<file path="config.mk">
export PLATFORM = sky130hd
export DESIGN_NAME = vlc_sqrt
export DESIGN_NICKNAME = d
export VERILOG_FILES = /design/src/rtl/vlc_pkg.sv /design/src/rtl/vlc_sqrt.sv
export SDC_FILE = /design/constraint.sdc
export NUM_CORES = 2
export LEC_CHECK = 0
export BUFFER_PORTS_ARGS = -buffer_cell sky130_fd_sc_hd__buf_4
export CORE_ASPECT_RATIO = 1.25
export CORE_MARGIN = 3
export CORE_UTILIZATION = 40
export CTS_BUF_LIST = sky130_fd_sc_hd__clkbuf_4 sky130_fd_sc_hd__clkbuf_8
export DETAILED_ROUTE_END_ITERATION = 8
export PLACE_DENSITY = 0.67
export SYNTH_ARGS = -nofsm -noshare
export SYNTH_HDL_FRONTEND = slang
export SYNTH_MEMORY_MAX_BITS = 65536
export SYNTH_SLANG_ARGS = --single-unit
export TNS_END_PERCENT = 1
</file>
<file path="constraint.sdc">
create_clock -name clk -period 9.03 [get_ports clk]
set_input_delay 0.903 -clock clk [delete_from_list [all_inputs] [get_ports clk]]
set_output_delay 0.903 -clock clk [all_outputs]
set_load 0.01 [all_outputs]
</file>
<file path="src/rtl/vlc_pkg.sv">
package vlc_pkg;

  // component and datapath widths
  localparam int COMP_W    = 32;
  localparam int VEC_N     = 3;
  localparam int SQ_W      = 2 * COMP_W;
  localparam int LEN_W     = COMP_W;
  localparam int Q_W       = COMP_W + 1;
  localparam int CFG_IDX_W = 1;
  localparam int CFG_W     = 32;

  // configuration register indexes
  localparam logic [CFG_IDX_W-1:0] CFG_LOW_LIMIT  = 1'b0;
  localparam logic [CFG_IDX_W-1:0] CFG_HIGH_LIMIT = 1'b1;

  typedef enum logic [1:0] {
    CLAMP_KEEP  = 2'd0,
    CLAMP_RAISE = 2'd1,
    CLAMP_LOWER = 2'd2,
    CLAMP_ZERO  = 2'd3
  } clamp_st_t;

  typedef logic [COMP_W-1:0] comp_t;
  typedef comp_t [VEC_N-1:0] vec_t;

  // component data that rides along the length pipeline
  typedef struct packed {
    vec_t             raw;
    vec_t             mag;
    logic [VEC_N-1:0] neg;
  } comp_info_t;

  // sideband through the divider
  typedef struct packed {
    comp_info_t info;
    clamp_st_t  st;
  } div_sb_t;

  // magnitude of a two's complement component, 2^31 for the most negative
  function automatic comp_t mag_of(comp_t raw);
    comp_t m;
    m = raw[COMP_W-1] ? (~raw + comp_t'(1)) : raw;
    return m;
  endfunction

endpackage

</file>
<file path="src/rtl/vlc_sqrt.sv">
module vlc_sqrt #(
  parameter int SB_W = 1
) (
  input  logic                       clk,
  input  logic                       rst_n,
  input  logic                       en,
  input  logic                       in_vld,
  input  logic [vlc_pkg::SQ_W-1:0]   in_rad,
  input  logic [SB_W-1:0]            in_sb,
  output logic                       out_vld,
  output logic [vlc_pkg::LEN_W-1:0]  out_root,
  output logic [SB_W-1:0]            out_sb
);

  localparam int STEPS = vlc_pkg::SQ_W / 2;
  localparam int REM_W = vlc_pkg::LEN_W + 1;
  localparam int RW    = vlc_pkg::SQ_W;
  localparam int LW    = vlc_pkg::LEN_W;

  logic              vld_r  [0:STEPS-1];
  logic [REM_W-1:0]  rem_r  [0:STEPS-1];
  logic [LW-1:0]     root_r [0:STEPS-1];
  logic [RW-1:0]     rad_r  [0:STEPS-1];
  logic [SB_W-1:0]   sb_r   [0:STEPS-1];

  // one result bit per stage, two radicand bits brought down each time
  for (genvar k = 0; k < STEPS; k++) begin : g_step
    logic              src_vld;
    logic [REM_W-1:0]  src_rem;
    logic [LW-1:0]     src_root;
    logic [RW-1:0]     src_rad;
    logic [SB_W-1:0]   src_sb;
    logic [REM_W+1:0]  rem_sh;
    logic [REM_W+1:0]  trial;
    logic              ge;
    logic [REM_W-1:0]  rem_nxt;

    if (k == 0) begin : g_first
      assign src_vld  = in_vld;
      assign src_rem  = '0;
      assign src_root = '0;
      assign src_rad  = in_rad;
      assign src_sb   = in_sb;
    end else begin : g_next
      assign src_vld  = vld_r[k-1];
      assign src_rem  = rem_r[k-1];
      assign src_root = root_r[k-1];
      assign src_rad  = rad_r[k-1];
      assign src_sb   = sb_r[k-1];
    end

    assign rem_sh  = {src_rem, src_rad[RW-1 -: 2]};
    assign trial   = {1'b0, src_root, 2'b01};
    assign ge      = (rem_sh >= trial);
    assign rem_nxt = ge ? REM_W'(rem_sh - trial) : rem_sh[REM_W-1:0];

    always_ff @(posedge clk) begin
      if (!rst_n) begin
        vld_r[k] <= 1'b0;
      end else if (en) begin
        vld_r[k] <= src_vld;
      end
    end

    always_ff @(posedge clk) begin
      if (en) begin
        rem_r[k]  <= rem_nxt;
        root_r[k] <= {src_root[LW-2:0], ge};
        rad_r[k]  <= {src_rad[RW-3:0], 2'b00};
        sb_r[k]   <= src_sb;
      end
    end
  end

  assign out_vld  = vld_r[STEPS-1];
  assign out_root = root_r[STEPS-1];
  assign out_sb   = sb_r[STEPS-1];

endmodule

</file>
==> results.cfg <==
[status]
run_status = completed

[synth]
synth_largest_area_cell = edfxtp_1
synth_xor_xnor_area_share_pct = 5.761
post_synth_instance_area_sq_um = 118700
synthCells = 9178
synth-warning-count = 0
synth_ff_type = edfxtp_1
yosys.area_share.adder_pct = 5.912
synth_compound_area_share_pct = 9.798
synthMuxAreaShare_pct = 0.7461
synth-seq-cells = 2559
synth-seq-area-share_pct = 64.71
synth_area_per_cell_sq_um = 12.94
share_of_synthesized_registers_carrying_an_async_set_or_reset_pct = 0
post_synth_and_or_nand_nor_area_fraction_pct = 10.20
synth_top_area_cells = edfxtp_1 (65%), ha_1 (5.9%), xnor2_1 (3.0%)
synth.lib_cells_used.distinct = 88
synth_net_count = 9808
synth_edf_count = 2558
combinational_family_with_the_most_area_after_synthesis = simple AND/OR/NAND/NOR gates
yosysTopAreaCellShare_pct = 64.69

[floorplan]
design.core.area_sq_um = 295200
die_h_um = 615.1
dieArea_sq_um = 303500
ios = 103
fp-row-count = 223
initial_utilization_pct = 40.22
floorplan.die.width_um = 493.3

[detailed_routing]
drtAntennaViolNets = 0
detailedRoute.firstIterationViolations = 4724
vias_per_inst = 5.226
wire_per_inst_um = 18.05
drtPass1Iterations = 6
wl_mm = 249.7
route.detailed.drc = 0
num_vias = 72290

[run]
number_of_max_cap_violations = 0

[place]
dpl.cell_count = 13060
place_ws_ns = 4.377
placer_congestion_estimate = 0.9380
half_perimeter_wire_length_of_the_detailed_placement_result_mm = 178.4
portBuffers = 102

[final_layout]
total_area_of_multi_input_combinational_cells_sq_um = 38590
final_common_cell = edfxtp_1
utilization_pct = 44.99
register_area_sq_um = 76830
layoutNonFillerInstCount = 13830
highest_count_cells_in_the_layout_ignoring_fill_and_taps = edfxtp_1 (2,558), inv_1 (698), nand2_1 (636), ha_1 (561), nor2_1 (550)
synthToLayoutAreaGrowth_pct = 11.84
layout_cells_sized_above_1_pct = 9.541
fillCellCount = 26420
num-nets-final = 10200

[critical_path]
critPathLaunchType = flip-flop
critical_path.slowest_cell = o21ai_1
ws_path_type = flip-flop to flip-flop
crit_arrival_ns = 5.43
timing.critical_path.slowest_cell_delay_ns = 0.81
end_kind = flip-flop
crit_top_cell = o21ai_1
worst-r2r-setup-slack_ns = 4.31
crit_chain = ha_1 -> o21a_1 -> o2111ai_1 -> o21ai_0 -> a41oi_1 -> o21ai_1 -> a31oi_1 -> o21ai_1 -> nor2_2 -> inv_2 -> mux2_2
crit_path_max_delay_family = compound AO/OA/AOI/OAI gates
crit_fanout = 27
required_ns = 9.74
path_buf_inv = 1

[timing]
setup-violations-final = 0
clock-skew-final_ns = 0.09245
fin_crit_ns = 4.724
period_share_pct = 52.32
max_slew.worst_pin.slew_ns = 1.294
layout_setup_ws_ns = 4.306
relSlewSlack_pct = 13.63
max_clock_freq_ghz = 0.2117
totalNegativeSetupSlack_ns = 0
drv_slew = 0
setup_repair_after_global_routing_missed_its_margin = no
hold_violations = 0

[pwr]
pwr_density_cell_nw_per_um2 = 246.4
leakage_nw = 50.44
peakVddDrop_mv = 0.1540
totalPowerFinal_mw = 32.73

[clocking]
clock-sinks = 2559
h-tree-depth = 5
clk_pin_slew_worst_paths_ns = 0.08
clock_buffer_depth = 4
tritoncts.num_buffers = 406
clock_tree.root_cell = clkbuf_8
tritoncts_clock_tree = done
worstSkewPairLatency_ns = 1.02

[global_route]
grt_max_degree = 195
antenna_found_initial = 2
number_of_global_route_vias_before_repair = 73800
grtUsageTotal_pct = 16.03
global_route.overflow_total = 0
grt_pass1_wl_mm = 393.6

[min_path]
hp-class = input pin to flip-flop
## routing by layer
metal	vias to the layer above	global-route usage, %	share of wire (%)
met1	34920	17.51	38
met5	-	0	0
li1	34950	-	-
met3	717	2.566	4.0
met4	0	7.998	5.1
met2	1703	29.82	53
## timing repair
item                                    in CTS  in global routing
gates resized for setup                      0                  0
buffers inserted                             0                  0
hold buffers                                39                  0
endpoints found under the setup margin       0                  0
hold endpoints to repair                    39                  0
## metrics by stage
step | cell area, sq um | hold WS (ns)
6_report | 132800 | 0.1085
5_1_grt | 132800 | 0.01755
4_1_cts | 132800 | 0.002457
3_5_place_dp | 124200 | 0.4045
3_3_place_gp | 124200 | 0.4002
2_1_floorplan | 118700 | 0.4003
## where the power goes
group	switching (mW)	internal (mW)	leakage (nW)
logic	3.99	2.77	21.5
clock network	4.55	5.41	4.29
registers	1.02	15.0	24.7
total	9.56	23.2	50.4
## cells in the mapped netlist (77+ instances only)
master    number
a21o_1       246
a21oi_1      508
and3_1        89
clkbuf_1     173
edfxtp_1    2558
ha_1         561
inv_1        698
nand2_1      636
nand2b_1     118
nand3_1      149
nand4_1       92
nor2_1       550
nor2b_1       77
nor3_1       233
nor4_1       111
o21a_1        93
o21ai_0      514
or3_1         83
or4_1         81
xnor2_1      413
xor2_1       368
## path summary, 6_finish.rpt
| kind | end | start | cells past startpoint |
|---|---|---|---|
| max | rem_r[1][400] | rem_r[1][363] | 11 |
| min | rad_r[0][42] | in_rad[42] | 1 |
| max reg2reg | rem_r[1][400] | rem_r[1][363] | 11 |
| min reg2reg | sb_r[18] | sb_r[17] | 0 |
## worst reg2reg max path: cells and delay by family, from the launching register on
family | cells | cell delay [ns]
AO/OA/AOI/OAI | 7 | 2.47
buffers and inverters | 1 | 0.55
multiplexers | 1 | 0.41
flip-flops | 1 | 0.39
adder cells (fa/ha/maj) | 1 | 0.38
AND/OR/NAND/NOR | 1 | 0.25
## logic make-up (layout without fill, tap and decap cells)
kind of cell	count (synthesis)	in the layout
xor+xnor	781	781
compound gates	1859	1859
simple gates	2431	2431
flops	2559	2559
buf+inv	905	1621
mux	81	81
fa+ha+maj	561	561
other cells	1	3
## sequential cells by signal, summed over array words and instances (netlist names)
signal  count
vld_r      32
rad_r     992
root_r    528
sb_r       32
rem_r     975
## final cells by class
| class | count | area share (%) |
|---|---|---|
| clock buffer | 508 | 4.794 |
| sequential | 2559 | 57.86 |
| clock inverter | 222 | 1.346 |
| multi-input combinational | 5714 | 29.06 |
| timing repair buffer | 187 | 1.240 |
| tap | 3937 | 3.709 |
| antenna | 2 | 0.003769 |
| inverter | 704 | 1.990 |
No activity file was read; power rests on OpenSTA's default activity.
